**config.mk**
```make
export PLATFORM = sky130hd
export DESIGN_NAME = isp_div
export DESIGN_NICKNAME = d
export VERILOG_FILES = /design/src/rtl/isp_pkg.sv /design/src/rtl/isp_div.sv
export SDC_FILE = /design/constraint.sdc
export NUM_CORES = 1
export LEC_CHECK = 0
export ABC_AREA = 1
export BUFFER_PORTS_ARGS = -buffer_cell sky130_fd_sc_hd__clkbuf_2
export CELL_PAD_IN_SITES_DETAIL_PLACEMENT = 2
export CELL_PAD_IN_SITES_GLOBAL_PLACEMENT = 2
export CORE_MARGIN = 10
export CORE_UTILIZATION = 33
export CTS_CLUSTER_DIAMETER = 150
export CTS_CLUSTER_SIZE = 40
export DETAILED_ROUTE_END_ITERATION = 12
export PLACE_DENSITY = 0.91
export SLEW_MARGIN = 20
export SYNTH_ARGS = -nofsm -noshare
export SYNTH_HDL_FRONTEND = slang
export SYNTH_SLANG_ARGS = --single-unit
```
**constraint.sdc**
```tcl
create_clock -name clock -period 4.4 [get_ports clock]
set_input_delay 0 -clock clock [delete_from_list [all_inputs] [get_ports clock]]
set_output_delay 0 -clock clock [all_outputs]
set_load 0.05 [all_outputs]
```
**src/rtl/isp_pkg.sv**
```systemverilog
// Shared types and constants for the integer stack machine.
`timescale 1ns / 1ps
package isp_pkg;

   localparam int VALUE_W         = 31;
   localparam int FUNC_W          = 4;
   localparam int LIMIT_W         = 30;
   localparam int STACK_DEPTH_DEF = 1024;

   localparam logic [LIMIT_W-1:0] LIMIT_RESET = 30'd1000000000;
   localparam logic [VALUE_W-1:0] VALUE_MIN   = 31'h4000_0000;

   typedef enum logic [FUNC_W-1:0] {
      FN_START  = 4'd0,
      FN_NUM    = 4'd1,
      FN_POP    = 4'd2,
      FN_INV    = 4'd3,
      FN_DUP    = 4'd4,
      FN_SWP    = 4'd5,
      FN_ADD    = 4'd6,
      FN_SUB    = 4'd7,
      FN_MUL    = 4'd8,
      FN_DIV    = 4'd9,
      FN_MOD    = 4'd10,
      FN_FINISH = 4'd11
   } func_type;

   typedef enum logic [2:0] {
      ST_IDLE,
      ST_DECODE,
      ST_READ_TOP,
      ST_READ_NEXT,
      ST_SWAP_WR,
      ST_CHECK,
      ST_DIV_WAIT,
      ST_EMIT
   } state_type;

endpackage

```
**src/rtl/isp_div.sv**
```systemverilog
// Restoring unsigned divider, one quotient bit per cycle.
`timescale 1ns / 1ps
module isp_div import isp_pkg::*; #(
   parameter int WIDTH = VALUE_W
) (
   input  logic             clock,
   input  logic             reset,
   input  logic             start,
   input  logic [WIDTH-1:0] dividend,
   input  logic [WIDTH-1:0] divisor,
   output logic             done,
   output logic [WIDTH-1:0] quotient,
   output logic [WIDTH-1:0] remainder
);

   localparam int SW = (WIDTH > 1) ? $clog2(WIDTH) : 1;

   logic [WIDTH-1:0] rem_ff, rem_in;
   logic [WIDTH-1:0] quo_ff, quo_in;
   logic [WIDTH-1:0] dvs_ff, dvs_in;
   logic [SW-1:0]    step_ff, step_in;
   logic             busy_ff, busy_in;
   logic             done_ff, done_in;
   logic [WIDTH:0]   shifted;
   logic [WIDTH:0]   trial;

   assign shifted = {rem_ff, quo_ff[WIDTH-1]};
   assign trial   = shifted - {1'b0, dvs_ff};

   always_comb begin
      rem_in  = rem_ff;
      quo_in  = quo_ff;
      dvs_in  = dvs_ff;
      step_in = step_ff;
      busy_in = busy_ff;
      done_in = 1'b0;
      if (start) begin
         rem_in  = '0;
         quo_in  = dividend;
         dvs_in  = divisor;
         step_in = SW'(WIDTH - 1);
         busy_in = 1'b1;
      end else if (busy_ff) begin
         if (!trial[WIDTH]) begin
            rem_in = trial[WIDTH-1:0];
            quo_in = {quo_ff[WIDTH-2:0], 1'b1};
         end else begin
            rem_in = shifted[WIDTH-1:0];
            quo_in = {quo_ff[WIDTH-2:0], 1'b0};
         end
         step_in = step_ff - SW'(1);
         if (step_ff == '0) begin
            busy_in = 1'b0;
            done_in = 1'b1;
         end
      end
   end

   always_ff @(posedge clock) begin
      if (reset) begin
         busy_ff <= 1'b0;
         done_ff <= 1'b0;
      end else begin
         busy_ff <= busy_in;
         done_ff <= done_in;
      end
      rem_ff  <= rem_in;
      quo_ff  <= quo_in;
      dvs_ff  <= dvs_in;
      step_ff <= step_in;
   end

   assign done      = done_ff;
   assign quotient  = quo_ff;
   assign remainder = rem_ff;

endmodule

```
-- Word-level counts from Yosys, hierarchy flattened
Index checks and enable logic that the tools add are counted.
- logic and storage cells: 20
- register bits: 100
- mux-type cells: 8
- add/subtract/negate cells: 2
- bitwise operators: 1
- reductions and logical operators: 3
- operators with widths (operator ; number):
    $mux 31 ; 3
    $sub 32x31->32 ; 1
    $logic_not 5->1 ; 1
    $mux 1 ; 5
    $sub 5x1->5 const B ; 1
    $reduce_or 3->1 ; 1
    $reduce_bool 2->1 ; 1
    $not 1->1 ; 1

-- Longest topological paths before layout
Gate-level depths: netlist (run 1).
- word-level depth: 4
- mapped depth: 18
- gate-level depth less buffers: 17

-- Worst setup path after synthesis (run 1)
No wires, ideal clock.
- path type: register -> register
- start: register rem_ff[4] (netlist: remainder[4])
- end: register rem_ff[21] (netlist: remainder[21])
- setup slack: 2041 ps
- path buffers: 1
- cell stages (with the launch flop): 15
- period minus slack after synthesis: 2359 ps
- setup time: 114 ps
- data arrival time: 2246 ps
- cells stage by stage: dfxtp_1 > ha_1 > nand2_1 > inv_1 > a21oi_1 > nand2_2 > nand2_1 > nand2_1 > nand2_2 > nand3_2 > nand2_8 > buf_8 > nand2_2 > nand3_1 > nand2_1
- longest elaborated chain between the ends: 2
- RTL lines (item ; line ; text):
    start, declared ; isp_div.sv:18 ; logic [WIDTH-1:0] rem_ff, rem_in;
    start signal, assigned ; isp_div.sv:67 ; rem_ff <= rem_in;
    $sub 32x31->32 ; isp_div.sv:28 ; assign trial = shifted - {1'b0, dvs_ff};
    $mux 31 ; isp_div.sv:44 ; if (!trial[WIDTH]) begin
No other way between the ends.
A chain may end at the register's enable or synchronous reset.

-- Final worst setup path (run 1)
- start: register dvs_ff[2]
- end: register quo_ff[0] (netlist: quotient[0]), data pin
- longest elaborated chain between the ends: 4
- RTL lines (item ; line ; text):
    start, declared ; isp_div.sv:20 ; logic [WIDTH-1:0] dvs_ff, dvs_in;
    start signal, assigned ; isp_div.sv:69 ; dvs_ff <= dvs_in;
    $sub 32x31->32 ; isp_div.sv:28 ;
    $mux 1 ; isp_div.sv:44 ;
    $mux 31 ; isp_div.sv:43 ; end else if (busy_ff) begin
    $mux 31 ; isp_div.sv:37 ; if (start) begin
    named net quo_in[0] ; isp_div.sv:19 ; logic [WIDTH-1:0] quo_ff, quo_in;
    end signal, assigned ; isp_div.sv:68 ; quo_ff <= quo_in;
    end, declared ; isp_div.sv:19 ;
The timed path passes the listed nets, and every way through them passes these cells. The select of a mux whose other input is x is not followed.

==> results of run 1 <==
-- area by class of cell --
| cell class | count | area (sq um) |
|---|---|---|
| Inverter | 197 | 739.5 |
| Multi-Input combinational cell | 673 | 3208 |
| Fill cell | 2398 | 11150 |
| Tap cell | 265 | 331.6 |
| Clock buffer | 9 | 225.2 |
| Sequential cell | 100 | 2623 |
| Clock inverter | 7 | 91.34 |
| Timing Repair Buffer | 193 | 1289 |
-- worst max-delay path, cell delays in order, from the launching register on --
cell and delay, ns:
edfxtp_1 0.38, inv_1 0.07, ha_1 0.44, nand2_1 0.08
nand2_1 0.10, inv_1 0.06, nand2_2 0.11, nand2_1 0.08
nand2_2 0.12, nand2_1 0.06, nand2_1 0.11, nand2_2 0.10
nand3_1 0.13, nand2_4 0.31, o21ai_0 0.58
-- registers in the layout, indices dropped and copies added (netlist names) --
name / cells
remainder: 31
done: 1
step_ff: 5
busy_ff: 1
dvs_ff: 31
quotient: 31
-- layer usage --
| metal | routed length (um) | vias up | track usage |
|---|---|---|---|
| li1 | - | 3365 | - |
| met1 | 12930 | 3662 | 0.2664 |
| met2 | 17330 | 227 | 0.4706 |
| met3 | 1577 | 78 | 0.05460 |
| met4 | 1320 | 0 | 0.1088 |
| met5 | 0 | - | 0 |
-- synthesized netlist by cell type (all sizes together) (2+ instances only) --
| library cell | number |
|---|---|
| nand2 | 454 |
| inv | 197 |
| nand3 | 64 |
| edfxtp | 62 |
| nor2 | 49 |
| dfxtp | 38 |
| ha | 32 |
| a21oi | 21 |
| clkbuf | 12 |
| xnor2 | 12 |
| o21ai | 9 |
| nor3 | 8 |
| and2 | 7 |
| nand4 | 7 |
| buf | 6 |
| o21bai | 3 |
| nand3b | 2 |
| xor2 | 2 |
-- power by group --
part           total [mW]  internal (mW)  switching, mW
clock               0.888          0.410          0.478
sequential           1.11           1.06         0.0431
combinational       0.497          0.145          0.352
-- through the flow --
step,std cells,util,setup slack [ns],area (sq um),hold slack [ns]
after global placement,1365,0.3846,1.962,7560,0.1767
after CTS,1444,0.4328,1.805,8507,0.08488
after global routing,1444,0.4328,1.346,8507,0.1154
after floorplan,988,-,2.041,6670,0.07708
final,1444,0.4328,1.396,8507,0.1081
after detailed placement,1365,0.3846,1.836,7560,0.1789
-- cell families after synthesis --
| logic type | synth area share |
|---|---|
| simple gates | 0.3705 |
| compound gates | 0.02758 |
| fa+ha+maj | 0.06303 |
| buf+inv | 0.1274 |
| flops | 0.3932 |
| xor+xnor | 0.01838 |
-- path summary, 6_finish.rpt --
path                 start            end  slack, ns  cells after the start
max              dvs_ff[2]    quotient[0]       1.40                     14
min                  start     dvs_ff[27]       0.11                      1
min reg2reg  remainder[20]  remainder[20]       0.50                      2
max reg2reg      dvs_ff[2]    quotient[0]       1.40                     14
==> flow_summary.rst, run 1 <==
.. list-table::
   :header-rows: 1

   * - Metric
     - Value
   * - Outcome
     - completed
   * - Highest attainable clock frequency
     - between 300 and 400 MHz
   * - Overall fraction of global-route tracks in use
     - 0.2524
   * - Slew Limit Headroom
     - 0.3405
   * - Final antenna diode count
     - 0
   * - Endpoint required time on the critical path
     - 4.52 ns
   * - Cell area after synthesis
     - between 6000 and 7000 sq um
   * - Number of different library cells in the post-synthesis netlist
     - 32
   * - Total DRC errors in the routed layout
     - 0
   * - Setup clock skew after layout
     - roughly 0.025 ns
   * - Clock tree from TritonCTS
     - done
   * - Post_cts resized
     - 0
   * - Initial core utilization
     - 0.3394
   * - Post-CTS Hold Buffers
     - 63
   * - Final antenna-violating net count
     - 0
   * - Share of layout cells above drive strength 1
     - 0.1518
   * - Sequential area share after synthesis
     - 0.3932
   * - Most common flop cell mapped by yosys
     - edfxtp_1
   * - Count of warnings emitted by yosys
     - 0
   * - Startpoint type of the worst setup path
     - register
   * - Area of the die
     - 26300 sq um
   * - Largest driver fanout on the critical path
     - 32
   * - H-tree level count
     - 3
   * - Critical Path AT
     - approximately 3.1 ns
   * - Vias
     - approximately 7300
   * - Hold Crit Class
     - input pin to register
   * - Area delta synth->final
     - 27.54%
   * - Final Setup Violations
     - 0
   * - Worst slew pin tran
     - 0.9882 ns
   * - Area leader, netlist
     - edfxtp_1
   * - Global-route wire length before repair
     - around 50000 um
   * - Via count of the first global-routing pass
     - about 8600
   * - Top-Level Pins
     - about 130
   * - Power density relative to cell area
     - 292.8 nW/um^2
   * - Number of antenna violations at the first check in global routing
     - 0
   * - DRT iter0 DRCs
     - between 300 and 400
   * - Number of max-slew violations in the final report
     - 0
   * - Commonest non-fill, non-tap cells in the layout
     - nand2_1, inv_1, clkbuf_2, nand3_1, dlygate4sd3_1
   * - Commonest non-fill, non-tap cell in the layout
     - nand2_1
   * - Detailed-route wire length
     - between 30000 and 40000 um
   * - Standard cell core area
     - about 20000 sq um
   * - Maximum number of pins on one net before global-route repair
     - 55
   * - Synth top area cells
     - edfxtp_1, nand2_1, dfxtp_1
   * - Mean post-synth cell area
     - just under 7 sq um
   * - Fraction of registers with async set/reset
     - 0
   * - Gate Count Post-Synth
     - around 990
   * - X dimension of the die
     - 162.2 um
   * - Die extent in y
     - around 160 um
   * - Number of register bits inferred by synthesis
     - 100
   * - Maximum number of buffers from clock root to sink
     - 2
   * - Total of max-cap violations
     - 0
   * - Final Total Pwr
     - around 2.5 mW
   * - GRT overflow
     - 0
   * - Pleak
     - roughly 4.7 nW
   * - Final hold violation count
     - 0
   * - Clock sink count
     - 100
   * - Final period utilization
     - 0.6827
   * - Num CTS Buffers
     - 9
   * - Clock insertion delay at the later pin of the skew report
     - 0.39 ns
   * - Shortest clock period the worst path allows after layout
     - ~3.0 ns
   * - Endpoint class of the critical path
     - register
   * - Vias/cell
     - 5.078
   * - Std cell rows
     - 51
   * - Final HPWL from detailed placement
     - 19770 um
   * - Fraction of post-synthesis cell area in the top cell type by area
     - 0.2791
   * - Start-to-end type of the worst setup path
     - register to register
   * - Nets@finish
     - approximately 1300
   * - CTS clock-pin slew for the worst setup and hold paths
     - about 0.10 ns
   * - Mean routed wirelength per cell
     - ~23 um
   * - Total negative slack
     - 0 ns
   * - Port Buffer Count
     - roughly 130
   * - Number of buffers inserted to repair setup after CTS
     - 0
   * - Max VDD drop
     - roughly 430 uV
   * - Total nets after synthesis
     - around 1100
   * - Unrepaired setup endpoints after global routing
     - false
   * - Routability congestion estimate from global placement
     - between 0.8 and 0.9
   * - EDFF count, synth
     - 62
   * - Root cell of the clock tree
     - clkbuf_16
   * - Drt pass-1 iters
     - 8
Power figures use the tool's default switching activity.
==> run 2: changes to the inputs <==
- CORE_UTILIZATION: 33 -> 31
- PLACE_DENSITY: 0.91 -> 0.87
- clock period: 4.4 -> 2.8 ns (I/O delays scaled with it)
==> flow_summary.rst, run 2 (synthesis results as in run 1) <==
.. list-table::
   :header-rows: 1

   * - Metric
     - Value
   * - Initial core utilization
     - 0.3163 (-0.02308)
   * - Endpoint class of the critical path
     - register
   * - Slew Limit Headroom
     - 0.3516 (+0.01112)
   * - Final period utilization
     - 0.9417 (+0.2591)
   * - Power density relative to cell area
     - 450.3 nW/um^2 (+54%)
   * - Cell depth of the worst hold path
     - 1 (unchanged)
   * - Root cell of the clock tree
     - clkbuf_16
   * - Vias
     - 7095 (-3.2%)
   * - Detailed-route wire length
     - 30310 um (-8.6%)
   * - Commonest non-fill, non-tap cells in the layout
     - nand2_1, inv_1, clkbuf_2, dlygate4sd3_1
   * - Overall fraction of global-route tracks in use
     - 0.2102 (-0.04215)
   * - Commonest non-fill, non-tap cell in the layout
     - nand2_1
   * - Via count of the first global-routing pass
     - 8104 (-6.0%)
   * - Drt pass-1 iters
     - 4 (-4)
   * - Worst Setup Slack, final
     - 0.1632 ns (-1.233 ns)
   * - Worst setup slack after placement
     - 0.2252 ns (-1.611 ns)
   * - Top-Level Pins
     - 128 (unchanged)
   * - Final antenna-violating net count
     - 0 (unchanged)
   * - Num CTS Buffers
     - 9 (unchanged)
   * - Maximum number of buffers from clock root to sink
     - 2 (unchanged)
   * - Max VDD drop
     - 423.3 uV (-2.5%)
   * - Largest driver fanout on the critical path
     - 3 (-91%)
   * - Beginning of the critical path
     - quotient[30]
   * - Endpoint required time on the critical path
     - 3.07 ns (-1.45 ns)
   * - Number of max-slew violations in the final report
     - 0 (unchanged)
   * - Nets@finish
     - 1279 (+0.55%)
   * - Total DRC errors in the routed layout
     - 0 (unchanged)
   * - Maximum number of pins on one net before global-route repair
     - 44 (-20%)
   * - Share of layout cells above drive strength 1
     - 0.1594 (+0.007536)
   * - Worst r2r path cells
     - 15 (+1)
   * - Final HPWL from detailed placement
     - 19220 um (-2.8%)
   * - Die extent in y
     - 166.7 um (+2.8%)
   * - H-tree level count
     - 3 (unchanged)
   * - Worst hold start
     - start
   * - Port Buffer Count
     - 127 (unchanged)
   * - Clock insertion delay at the later pin of the skew report
     - 0.38 ns (about the same)
   * - Final hold violation count
     - 0 (unchanged)
   * - CTS clock-pin slew for the worst setup and hold paths
     - 0.09 ns (about the same)
   * - Mean routed wirelength per cell
     - 20.73 um (-9.7%)
   * - Vias/cell
     - 4.853 (-4.4%)
   * - Global-route wire length before repair
     - 46440 um (-9.5%)
   * - DRT iter0 DRCs
     - 338 (+9.4%)
   * - Std cell rows
     - 53 (+3.9%)
   * - Clock tree from TritonCTS
     - done
   * - Clock sink count
     - 100 (unchanged)
   * - X dimension of the die
     - 166.7 um (+2.8%)
   * - Unrepaired setup endpoints after global routing
     - true
   * - Total of max-cap violations
     - 0 (unchanged)
   * - Standard cell core area
     - 21090 sq um (+7.3%)
   * - Area delta synth->final
     - 29.09%
   * - Critical Path AT
     - 2.90 ns (-0.22 ns)
   * - Shortest clock period the worst path allows after layout
     - 2.637 ns (-0.3669 ns)
   * - Pleak
     - 4.740 nW (+0.91%)
   * - Number of antenna violations at the first check in global routing
     - 1 (+1)
   * - Worst reg2reg startpoint
     - quotient[30]
   * - Start-to-end type of the worst setup path
     - register to register
   * - Final Setup Violations
     - 0 (unchanged)
   * - Hold Crit Class
     - input pin to register
   * - GRT overflow
     - 0 (unchanged)
   * - Startpoint type of the worst setup path
     - register
   * - Outcome
     - completed
   * - Worst slew pin tran
     - 0.9715 ns (-0.01666 ns)
   * - Routability congestion estimate from global placement
     - 0.8530 (-4.3%)
   * - Area of the die
     - 27780 sq um (+5.6%)
   * - Setup clock skew after layout
     - 0.02255 ns (-0.002459 ns)
   * - Total negative slack
     - 0 ns (unchanged)
   * - Highest attainable clock frequency
     - 379.2 MHz (+14%)
## run 2: timing repair
item	CTS	global route
endpoints found under the hold margin	64	0
gates resized for setup	0	4
endpoints found under the setup margin	0	32
setup buffers	0	2
hold buffers	63	0
## run 2: power breakdown
| group | internal, mW | switching [mW] | leakage, nW |
|---|---|---|---|
| Combinational | 0.230 | 0.530 | 3.66 |
| Clock | 0.648 | 0.741 | 0.153 |
| Sequential | 1.67 | 0.0590 | 0.929 |
## run 2: area by class of cell
cell class | instances | area (sq um)
diodes | 1 | 2.502
flip-flops and latches | 100 | 2623
inverters | 197 | 739.5
well taps | 275 | 344.1
repair buffers | 198 | 1339
fillers | 2507 | 12480
multi-input cells | 675 | 3244
clock buffers | 9 | 225.2
clock inverters | 7 | 93.84
## run 2: routing by layer
layer / track usage / vias up / share of wire
met1: 0.2256 / 3509 / 0.40
met4: 0.07789 / 0 / 0.028
met2: 0.3945 / 156 / 0.53
met5: 0 / - / 0
li1: - / 3386 / -
met3: 0.04354 / 44 / 0.044
## run 2: final timing paths
| check | to | slack (ns) |
|---|---|---|
| max | remainder[24] | 0.16 |
| min reg2reg | remainder[16] | 0.50 |
| max reg2reg | remainder[24] | 0.16 |
| min | dvs_ff[23] | 0.1 |
## run 2: critical path: stages, from the launching register on
cell and delay, ns:
edfxtp_1 0.38, inv_1 0.08, ha_1 0.25, fa_1 0.44, inv_1 0.13, nand3_1 0.09, nand3_1 0.25, nand2_1 0.10
nand3_1 0.18, nand2_1 0.13, nand4_1 0.12, nand2_1 0.08, inv_1 0.08, nand2_2 0.05, nand3_1 0.09, nand2_1 0.06
## run 2: metrics by stage
| step | power [mW] | utilization | hold slack (ns) | cell area [sq um] | instances |
|---|---|---|---|---|---|
| final | 3.878 | 0.4083 | 0.09797 | 8611 | 1462 |
| after global routing | 4.032 | 0.4083 | 0.09156 | 8611 | 1462 |
| after CTS | 3.849 | 0.4049 | 0.08607 | 8539 | 1457 |
| after detailed placement | 2.399 | 0.3599 | 0.1790 | 7590 | 1378 |
| after global placement | 2.363 | 0.3599 | 0.1762 | 7590 | 1378 |
| after floorplan | 2.167 | - | 0.07708 | 6670 | 988 |
==> run 3: changes to the inputs <==
- RECOVER_POWER: unset -> 50
==> flow_summary.rst, run 3 (synthesis results as in run 1) <==
.. list-table::
   :header-rows: 1

   * - Metric
     - Value
   * - Final antenna-violating net count
     - 0 (unchanged)
   * - Worst path cell trace
     - inv_1 -> ha_1 -> fa_1 -> inv_1 -> nand3_1 -> nand3_1 -> nand2_1 -> nand3_1 -> nand2_1 -> nand3_1 -> nand2_1 -> nand2_1 -> inv_1 -> nand2_2 -> nand3_1 -> nand2_1
   * - GR peak layer
     - met2
   * - Met3 usage
     - 0.04354 (unchanged)
   * - Endpoint class of the critical path
     - register
   * - Die extent in y
     - 166.7 um (unchanged)
   * - Worst Setup Slack, final
     - 0.1653 ns (+0.002120 ns)
   * - Placed cell areas
     - 7590 sq um (unchanged)
   * - X dimension of the die
     - 166.7 um (unchanged)
   * - Vias
     - 7144 (+0.69%)
   * - Number of max-slew violations in the final report
     - 0 (unchanged)
   * - Total DRC errors in the routed layout
     - 0 (unchanged)
   * - Power density relative to cell area
     - 453.5 nW/um^2 (+0.71%)
   * - Global routing met2 resource utilization
     - 0.3945 (unchanged)
   * - Slew Limit Headroom
     - 0.2514 (-0.1002)
   * - Outcome
     - completed
   * - Sequential share of power
     - 0.446 (about the same)
   * - Worst setup slack after placement
     - 0.2252 ns (unchanged)
   * - Part of the power in the clock network
     - 0.361 (+0.003)
   * - H-tree level count
     - 3 (unchanged)
   * - Total internal power
     - 2.538 mW (-0.36%)
   * - Detailed-route wire length
     - 30310 um (about the same)
   * - Maximum number of pins on one net before global-route repair
     - 44 (unchanged)
   * - Post-route cell area
     - 8547 sq um (-0.74%)
   * - Largest driver fanout on the critical path
     - 3 (unchanged)
   * - Clock sink count
     - 100 (unchanged)
   * - Overall fraction of global-route tracks in use
     - 0.2102 (unchanged)
   * - Pleak
     - 4.583 nW (-3.3%)
   * - Commonest non-fill, non-tap cell in the layout
     - nand2_1
   * - Vias/cell
     - 4.886 (+0.69%)
   * - Final Setup Violations
     - 0 (unchanged)
   * - Endpoint required time on the critical path
     - 3.12 ns (+0.05 ns)
   * - Setup clock skew after layout
     - 0.02134 ns (-0.001213 ns)
   * - Maximum number of buffers from clock root to sink
     - 2 (unchanged)
   * - Global-route wire length before repair
     - 46440 um (unchanged)
   * - Start-to-end type of the worst setup path
     - register to register
   * - Routability congestion estimate from global placement
     - 0.8530 (unchanged)
   * - Number of antenna violations at the first check in global routing
     - 1 (unchanged)
   * - Longest individual stage delay on the worst path
     - 0.44 ns (about the same)
   * - Port Buffer Count
     - 127 (unchanged)
   * - Max VDD drop
     - 421.4 uV (-0.45%)
   * - Unrepaired setup endpoints after global routing
     - true
   * - Area delta synth->final
     - 28.14%
   * - NetSw
     - 1.338 mW (+0.59%)
   * - Non-filler instance count after layout
     - 1462 (unchanged)
   * - Standard cell core area
     - 21090 sq um (unchanged)
   * - Worst-case hold slack
     - 0.3313 ns (+0.2333 ns)
   * - Total of max-cap violations
     - 0 (unchanged)
   * - Via count of the first global-routing pass
     - 8104 (unchanged)
   * - Hold Crit Class
     - input pin to register
   * - Nets@finish
     - 1279 (unchanged)
   * - Final period utilization
     - 0.9410 (about the same)
   * - Final hold violation count
     - 0 (unchanged)
   * - Critical Path AT
     - 2.96 ns (+0.06 ns)
   * - Layout Utilization
     - 0.4053 (-0.003026)
   * - Area of the die
     - 27780 sq um (unchanged)
   * - Share of layout cells above drive strength 1
     - 0.1180 (-0.04132)
   * - Worst slew pin tran
     - 1.123 ns (+0.1514 ns)
   * - Clock tree from TritonCTS
     - done
   * - Clock insertion delay at the later pin of the skew report
     - 0.39 ns (about the same)
   * - Initial core utilization
     - 0.3163 (unchanged)
   * - Startpoint type of the worst setup path
     - register
   * - Fraction of power consumed by combinational cells
     - 0.194 (-0.002)
   * - Number of cells in the design after placement
     - 1378 (unchanged)
   * - Highest attainable clock frequency
     - 379.5 MHz (about the same)
   * - DRT iter0 DRCs
     - 350 (+3.6%)
   * - Num CTS Buffers
     - 9 (unchanged)
   * - Sw Share
     - 0.3452 (+0.002144)
   * - GRT overflow
     - 0 (unchanged)
   * - Mean routed wirelength per cell
     - 20.73 um (about the same)
   * - Root cell of the clock tree
     - clkbuf_16
   * - Top-Level Pins
     - 128 (unchanged)
   * - Crit path buffers/inverters
     - 3 (unchanged)
   * - Shortest clock period the worst path allows after layout
     - 2.635 ns (-0.002120 ns)
   * - Commonest non-fill, non-tap cells in the layout
     - nand2_1, inv_1, clkbuf_2, dlygate4sd3_1
   * - Slowest stage cell on the critical path
     - fa_1
   * - Drt pass-1 iters
     - 5 (+1)
   * - Final HPWL from detailed placement
     - 19220 um (unchanged)
   * - CTS clock-pin slew for the worst setup and hold paths
     - 0.10 ns (about the same)
   * - Met1 track demand over resource
     - 0.2256 (unchanged)
   * - Std cell rows
     - 53 (unchanged)
   * - Largest delay contributor family on the critical path
     - simple AND/OR/NAND/NOR gates
-- run 3: per-layer routing --
layer | part of all wire | vias to the layer above
li1 | - | 3384
met1 | 0.40 | 3530
met2 | 0.52 | 181
met3 | 0.047 | 49
met4 | 0.030 | 0
met5 | 0 | -
-- run 3: final cells by class --
cell class,count,area (sq um)
fill,2544,12540
multi-input combinational,675,3244
sequential,100,2623
timing repair buffer,198,1275
inverter,197,739.5
tap,275,344.1
clock buffer,9,225.2
clock inverter,7,93.84
antenna,1,2.502
-- run 3: power groups by stage --
stage                     clock network [mW]  logic [mW]  registers (mW)
final                                   1.40       0.750            1.73
after global placement                     0       0.622            1.74
after CTS                               1.40       0.732            1.72
after global routing                    1.47       0.812            1.74
after detailed placement                   0       0.652            1.75
after floorplan                            0       0.265            1.90
-- run 3: through the flow --
stage	power, mW	TNS (ns)
2_1_floorplan	2.167	0
3_3_place_gp	2.363	0
3_5_place_dp	2.399	0
4_1_cts	3.849	0
5_1_grt	4.022	-0.09725
6_report	3.876	0
-- run 3: timing repair --
| item | 4_1_cts | 5_1_grt |
|---|---|---|
| hold buffers | 63 | 0 |
| setup endpoints to repair | 0 | 32 |
| buffers inserted | 0 | 2 |
| gates resized for setup | 0 | 4 |
| endpoints found under the hold margin | 64 | 0 |
-- run 3: worst reg2reg max path: stages, from the launching register on --
cell      delay, ns
edfxtp_1       0.37
inv_1          0.08
ha_1           0.25
fa_1           0.44
inv_1          0.13
nand3_1        0.09
nand3_1        0.24
nand2_1        0.10
nand3_1        0.20
nand2_1        0.13
nand3_1        0.12
nand2_1        0.07
nand2_1        0.07
inv_1          0.06
nand2_2        0.06
nand3_1        0.09
nand2_1        0.08
-- run 3: final timing paths --
path	start	endpoint	slack (ns)	cells after the start
worst min register to register	remainder[16]	remainder[16]	0.50	2
worst max-delay path	quotient[30]	remainder[24]	0.17	16
worst max register to register	quotient[30]	remainder[24]	0.17	16
worst min-delay path	reset	done	0.33	3
